## src/hw/rtl/oaht_pkg.sv

```systemverilog
`timescale 1ns / 1ps

package oaht_pkg;

  localparam int SLOTS  = 1024;
  localparam int SLOT_W = 10;
  localparam int CNT_W  = 11;
  localparam int KEY_W  = 32;
  localparam int VAL_W  = 32;

  typedef enum logic [1:0] {
    OP_LOOKUP = 2'd0,
    OP_INSERT = 2'd1,
    OP_REMOVE = 2'd2,
    OP_CLEAR  = 2'd3
  } op_t;

  typedef enum logic [1:0] {
    ST_DONE      = 2'd0,
    ST_NOT_FOUND = 2'd1,
    ST_FULL      = 2'd2
  } status_t;

  typedef enum logic [1:0] {
    S_CLEAR,
    S_IDLE,
    S_PROBE,
    S_DONE
  } state_t;

  // One table slot
  typedef struct packed {
    logic             occ;
    logic [KEY_W-1:0] key;
    logic [VAL_W-1:0] value;
  } entry_t;

  // Incoming request
  typedef struct packed {
    op_t               op;
    logic [KEY_W-1:0]  key;
    logic [SLOT_W-1:0] home;
    logic [VAL_W-1:0]  value;
  } req_t;

  // Result of one request
  typedef struct packed {
    status_t           status;
    logic [VAL_W-1:0]  value_out;
    logic [SLOT_W-1:0] slot;
    logic [CNT_W-1:0]  entry_count;
  } res_t;

  // Memory port controls
  typedef struct packed {
    logic              re;
    logic [SLOT_W-1:0] raddr;
    logic              we;
    logic [SLOT_W-1:0] waddr;
    entry_t            wdata;
  } mem_req_t;

endpackage

```

## src/hw/rtl/oaht_ctrl.sv

```systemverilog
`timescale 1ns / 1ps

module oaht_ctrl (
  input  logic               clk,
  input  logic               rst,
  input  logic               in_valid,
  output logic               in_ready,
  input  oaht_pkg::req_t     in_req,
  output logic               res_valid,
  input  logic               res_ready,
  output oaht_pkg::res_t     res,
  output oaht_pkg::mem_req_t mem_req,
  input  oaht_pkg::entry_t   rd_data
);
  import oaht_pkg::*;

  state_t            state, state_next;
  req_t              req;
  logic [SLOT_W:0]   k;         // probe index, also sweep address
  logic [SLOT_W-1:0] pos;       // next slot to read
  logic [SLOT_W-1:0] rd_pos;    // slot whose data is on rd_data
  logic              rd_valid;
  logic [CNT_W-1:0]  count, count_next;
  logic              clr_report;
  res_t              res_next;
  logic              match, hit, miss;

  // Probe compare on the data read last cycle
  always_comb begin
    if (req.op == OP_INSERT) begin
      match = !rd_data.occ;
    end else begin
      match = rd_data.occ && (rd_data.key == req.key);
    end
    hit  = (state == S_PROBE) && rd_valid && match;
    miss = (state == S_PROBE) && !rd_valid && k[SLOT_W];
  end

  // Next state
  always_comb begin
    state_next = state;
    case (state)
      S_CLEAR: begin
        if (k[SLOT_W-1:0] == SLOT_W'(SLOTS - 1)) begin
          state_next = clr_report ? S_DONE : S_IDLE;
        end
      end
      S_IDLE: begin
        if (in_valid) begin
          state_next = (in_req.op == OP_CLEAR) ? S_CLEAR : S_PROBE;
        end
      end
      S_PROBE: begin
        if (hit || miss) begin
          state_next = S_DONE;
        end
      end
      S_DONE: begin
        if (res_ready) begin
          state_next = S_IDLE;
        end
      end
      default: state_next = S_IDLE;
    endcase
  end

  // Outputs: handshakes, memory controls, result
  always_comb begin
    in_ready      = (state == S_IDLE);
    res_valid     = (state == S_DONE);
    mem_req       = '0;
    mem_req.re    = (state == S_PROBE) && !k[SLOT_W];
    mem_req.raddr = pos;
    res_next      = '0;
    count_next    = count;
    case (state)
      S_CLEAR: begin
        mem_req.we    = 1'b1;
        mem_req.waddr = k[SLOT_W-1:0];
      end
      S_PROBE: begin
        if (hit) begin
          res_next.slot = rd_pos;
          case (req.op)
            OP_INSERT: begin
              mem_req.we    = 1'b1;
              mem_req.waddr = rd_pos;
              mem_req.wdata = '{occ: 1'b1, key: req.key, value: req.value};
              count_next    = count + CNT_W'(1);
            end
            OP_REMOVE: begin
              mem_req.we    = 1'b1;
              mem_req.waddr = rd_pos;
              mem_req.wdata = '{occ: 1'b0, key: rd_data.key, value: rd_data.value};
              if (count != '0) begin
                count_next = count - CNT_W'(1);
              end
            end
            default: begin
              res_next.value_out = rd_data.value;
            end
          endcase
        end else if (miss) begin
          res_next.status = (req.op == OP_INSERT) ? ST_FULL : ST_NOT_FOUND;
        end
        res_next.entry_count = count_next;
      end
      default: begin
      end
    endcase
  end

  // Control registers
  always_ff @(posedge clk) begin
    if (rst) begin
      state      <= S_CLEAR;
      k          <= '0;
      rd_valid   <= 1'b0;
      count      <= '0;
      clr_report <= 1'b0;
    end else begin
      state <= state_next;
      case (state)
        S_CLEAR: begin
          k <= k + (SLOT_W+1)'(1);
        end
        S_IDLE: begin
          k        <= '0;
          rd_valid <= 1'b0;
          if (in_valid && in_req.op == OP_CLEAR) begin
            clr_report <= 1'b1;
            count      <= '0;
          end
        end
        S_PROBE: begin
          rd_valid <= mem_req.re;
          if (mem_req.re) begin
            k <= k + (SLOT_W+1)'(1);
          end
          count <= count_next;
        end
        default: begin
        end
      endcase
    end
  end

  // Payload registers
  always_ff @(posedge clk) begin
    case (state)
      S_IDLE: begin
        if (in_valid) begin
          req <= in_req;
          pos <= in_req.home;
          res <= '0;
        end
      end
      S_PROBE: begin
        if (mem_req.re) begin
          pos    <= pos + k[SLOT_W-1:0];
          rd_pos <= pos;
        end
        if (hit || miss) begin
          res <= res_next;
        end
      end
      default: begin
      end
    endcase
  end

endmodule

```

## config.mk

```make
export PLATFORM = sky130hd
export DESIGN_NAME = oaht_ctrl
export DESIGN_NICKNAME = d
export VERILOG_FILES = /design/src/hw/rtl/oaht_pkg.sv /design/src/hw/rtl/oaht_ctrl.sv
export SDC_FILE = /design/constraint.sdc
export NUM_CORES = 1
export LEC_CHECK = 0
export ABC_AREA = 1
export BUFFER_PORTS_ARGS = -buffer_cell sky130_fd_sc_hd__buf_4
export CORE_AREA = 2 2 130 132
export CTS_BUF_LIST = sky130_fd_sc_hd__clkbuf_8
export DETAILED_ROUTE_END_ITERATION = 7
export DIE_AREA = 0 0 132 134
export HOLD_SLACK_MARGIN = 0.08
export PLACE_DENSITY = 0.9
export REMOVE_ABC_BUFFERS = 1
export SLEW_MARGIN = 20
export SYNTH_ARGS = -nofsm -noshare
export SYNTH_HDL_FRONTEND = slang
export SYNTH_SLANG_ARGS = --single-unit
export TNS_END_PERCENT = 100
```

## constraint.sdc

```tcl
create_clock -name clk -period 12.2 [get_ports clk]
set_input_delay 2.44 -clock clk [delete_from_list [all_inputs] [get_ports clk]]
set_output_delay 2.44 -clock clk [all_outputs]
set_load 0.005 [all_outputs]
```

==> impl_metrics.json <==
{
  "finalWirelength_um": 26900,
  "max_freq_mhz": 131,
  "cts_resized": 0,
  "path_class": "in2out",
  "finalClockSkew_ns": 0.0170,
  "tns_ns": 0,
  "synthCells": 1091,
  "io_pins": 289,
  "ys_seq_area_share_pct": 52.1,
  "antenna_found_initial": 0,
  "use_met3_pct": 6.65,
  "cts_root_buffer": "clkbuf_8",
  "yosysTopAreaCell": "edfxtp_1",
  "hold_ws_ns": 0.494,
  "drive_gt1_share_pct": 28.7,
  "regArea_sq_um": 4750,
  "endpoint_kind": "output pin",
  "numCtsBuffers": 17,
  "rsz0062_at_grt": "no",
  "grt_util_met1_pct": 36.7,
  "grt_use_met2_pct": 50.2,
  "die_h_um": 134,
  "first_pass_iters": 6,
  "grt_pass1_wl_um": 41100,
  "r2r_setup_slack_ns": 7.97,
  "worstHoldEndpoint": "clr_report$_SDFFE_PP0P_",
  "maxCapViolCount": 0,
  "synth_area_leaders": "edfxtp_1 (46%), nand2_1 (15%), inv_1 (6.4%)",
  "worst-r2r-cell-count": 8,
  "r2r_start": "state[0]$_SDFFE_PP0P_",
  "layout_commonest_cell": "nand2_1",
  "path_clk_slew_ns": 0.08,
  "gp_congestion": 0.960,
  "clkSinkCount": 167,
  "worst_pin_slew_ns": 1.05,
  "min_period_ns": 7.62,
  "crit_path_max_fanout": 65,
  "dr_total_vias": 8602,
  "ant_nets": 0,
  "wire_per_inst_um": 16.9,
  "instances_no_fill": 1591,
  "min-delay-start": "clr_report$_SDFFE_PP0P_",
  "dp.cells": 1559,
  "hp-class": "reg2reg",
  "min_period_over_period_pct": 62.5,
  "multiInputGateArea_sq_um": 3540,
  "synthDistinctLibCells": 37,
  "required_ns": 9.76,
  "cp.arrival_ns": 5.18,
  "ctsHoldBuffers": 0,
  "slew_violations": 0,
  "crit_start": "rd_data[52]",
  "outcome": "finished clean",
  "cp-start-kind": "primary input",
  "dieArea_sq_um": 17700,
  "grt.busiest_layer": "met2",
  "grt_overflow": 0,
  "clk_latency_ns": 0.46,
  "setup_viol": 0,
  "yosysTopAreaCellShare_pct": 46.4,
  "p_per_area_nw_per_um2": 174,
  "dieWidth_um": 132,
  "ir_drop_uv": 170,
  "final_hold_viol_count": 0,
  "cts_max_path_buffers": 2,
  "worstHoldPathCells": 2,
  "fin_nets": 1524,
  "post_cts.repair.setup_buffers": 0,
  "rows": 47,
  "h-tree-depth": 4,
  "grt_pass1_vias": 7894,
  "port-buffer-count": 288,
  "drt_iter0_drc": 937,
  "drc_errors": 0,
  "nFillCells": 1140,
  "grt_max_degree": 76,
  "hpwl_um": 19700,
  "vias_per_cell": 5.41,
  "ys_warn_count": 0,
  "synth_area_per_cell_sq_um": 8.36,
  "layout_common_cells": "nand2_1 (369), buf_4 (295), inv_1 (156)",
  "area_growth_syn_to_layout_pct": 29.1,
  "synth_area_sq_um": 9120,
  "slew_headroom_pct": 29.8,
  "cts_tree": "yes",
  "grt_use_total_pct": 29.7,
  "r2r_end": "res[45]$_SDFFCE_PP0P_",
  "diodes": 0,
  "leakage_uw": 0.00540,
  "initial_core_util_pct": 56.0,
  "ys_seq_elements": 167,
  "core_sq_um": 16300
}
## metal layers
layer / vias to the layer above / wire, um
li1: 4058 / -
met1: 3950 / 10100
met2: 530 / 13300
met3: 64 / 2600
met4: 0 / 971
met5: - / 0
## power breakdown
part	switching (uW)	total [uW]	internal, uW
logic	495	771	275
registers	97.1	892	795
clock network	208	391	183
total	800	2050	1250
## critical path, cell delays in order
cell	delay, ns
buf_4	0.10
inv_1	0.04
nand2_1	0.05
nand4_1	0.10
nor2_1	0.13
nand2_1	0.10
nor2_1	0.13
nand2_1	0.13
nand2_2	0.20
nand2_2	0.24
inv_2	0.32
nand2_4	0.53
a21oi_2	0.40
buf_4	0.16
## how the worst max path moves through the flow
stage                           end  depth (start not counted)
2_1_floorplan  res[0]$_SDFFCE_PN0P_                          4
3_5_place_dp            mem_req[31]                         13
3_3_place_gp            mem_req[31]                         16
6_report                mem_req[31]                         14
4_1_cts                 mem_req[31]                         13
5_1_grt                 mem_req[31]                         13
## stage by stage
| step | power, uW | setup WS (ns) | area (sq um) | util [%] |
|---|---|---|---|---|
| after floorplan | 1330 | 4.96 | 8870 | - |
| after global placement | 1630 | 4.63 | 11400 | 69.9 |
| after detailed placement | 1660 | 4.58 | 11400 | 69.9 |
| after CTS | 2050 | 4.57 | 11800 | 72.3 |
| after global routing | 2170 | 4.32 | 11800 | 72.3 |
| final | 2050 | 4.58 | 11800 | 72.3 |
## synthesized netlist by cell type
master and instances:
nand2_2 5, o21bai_1 1, fa_1 1, xor2_1 10, inv_2 3, buf_4 1, nand4_1 20, a211oi_1 3
edfxtp_1 141, nor2_4 2, o211ai_1 1, inv_1 155, a31oi_1 2, ha_1 20, clkbuf_1 24, buf_2 12
buf_1 2, a211oi_2 1, a21boi_0 1, or2_2 1, o21a_1 1, a21oi_2 49, nand2_1 369, clkinv_1 1
a21oi_1 44, nand3_1 47, nor3_1 6, nor3b_1 1, nor2_2 1, dfxtp_1 26, buf_6 8, o22ai_1 11
nor2_1 84, nor3_2 1, xnor2_1 1, o21ai_0 34, a311oi_1 1
## cell families after synthesis
group / after synthesis / share of synthesized area (%)
xor gates and xnor gates: 11 / 1.06
adders and majority gates: 21 / 2.96
buffers and inverters: 206 / 9.34
DFF: 167 / 52.1
and+or+nand+nor: 537 / 23.8
AOI/OAI and AO/OA: 149 / 10.7
## registers in the layout (all words and copies together) (netlist names)
| register | count |
|---|---|
| req | 66 |
| res | 55 |
| count | 11 |
| k | 11 |
| pos | 10 |
| rd_pos | 10 |
| state | 2 |
| clr_report | 1 |
| rd_valid | 1 |
## area by class of cell
cell class | instances | share of cell area [%]
Clock buffer | 17 | 1.99
Clock inverter | 15 | 1.32
Inverter | 159 | 5.07
Multi-Input combinational cell | 718 | 30.1
Sequential cell | 167 | 40.4
Tap cell | 220 | 2.34
Timing Repair Buffer | 295 | 18.8
Note: power is estimated with default switching activity, not from simulation.
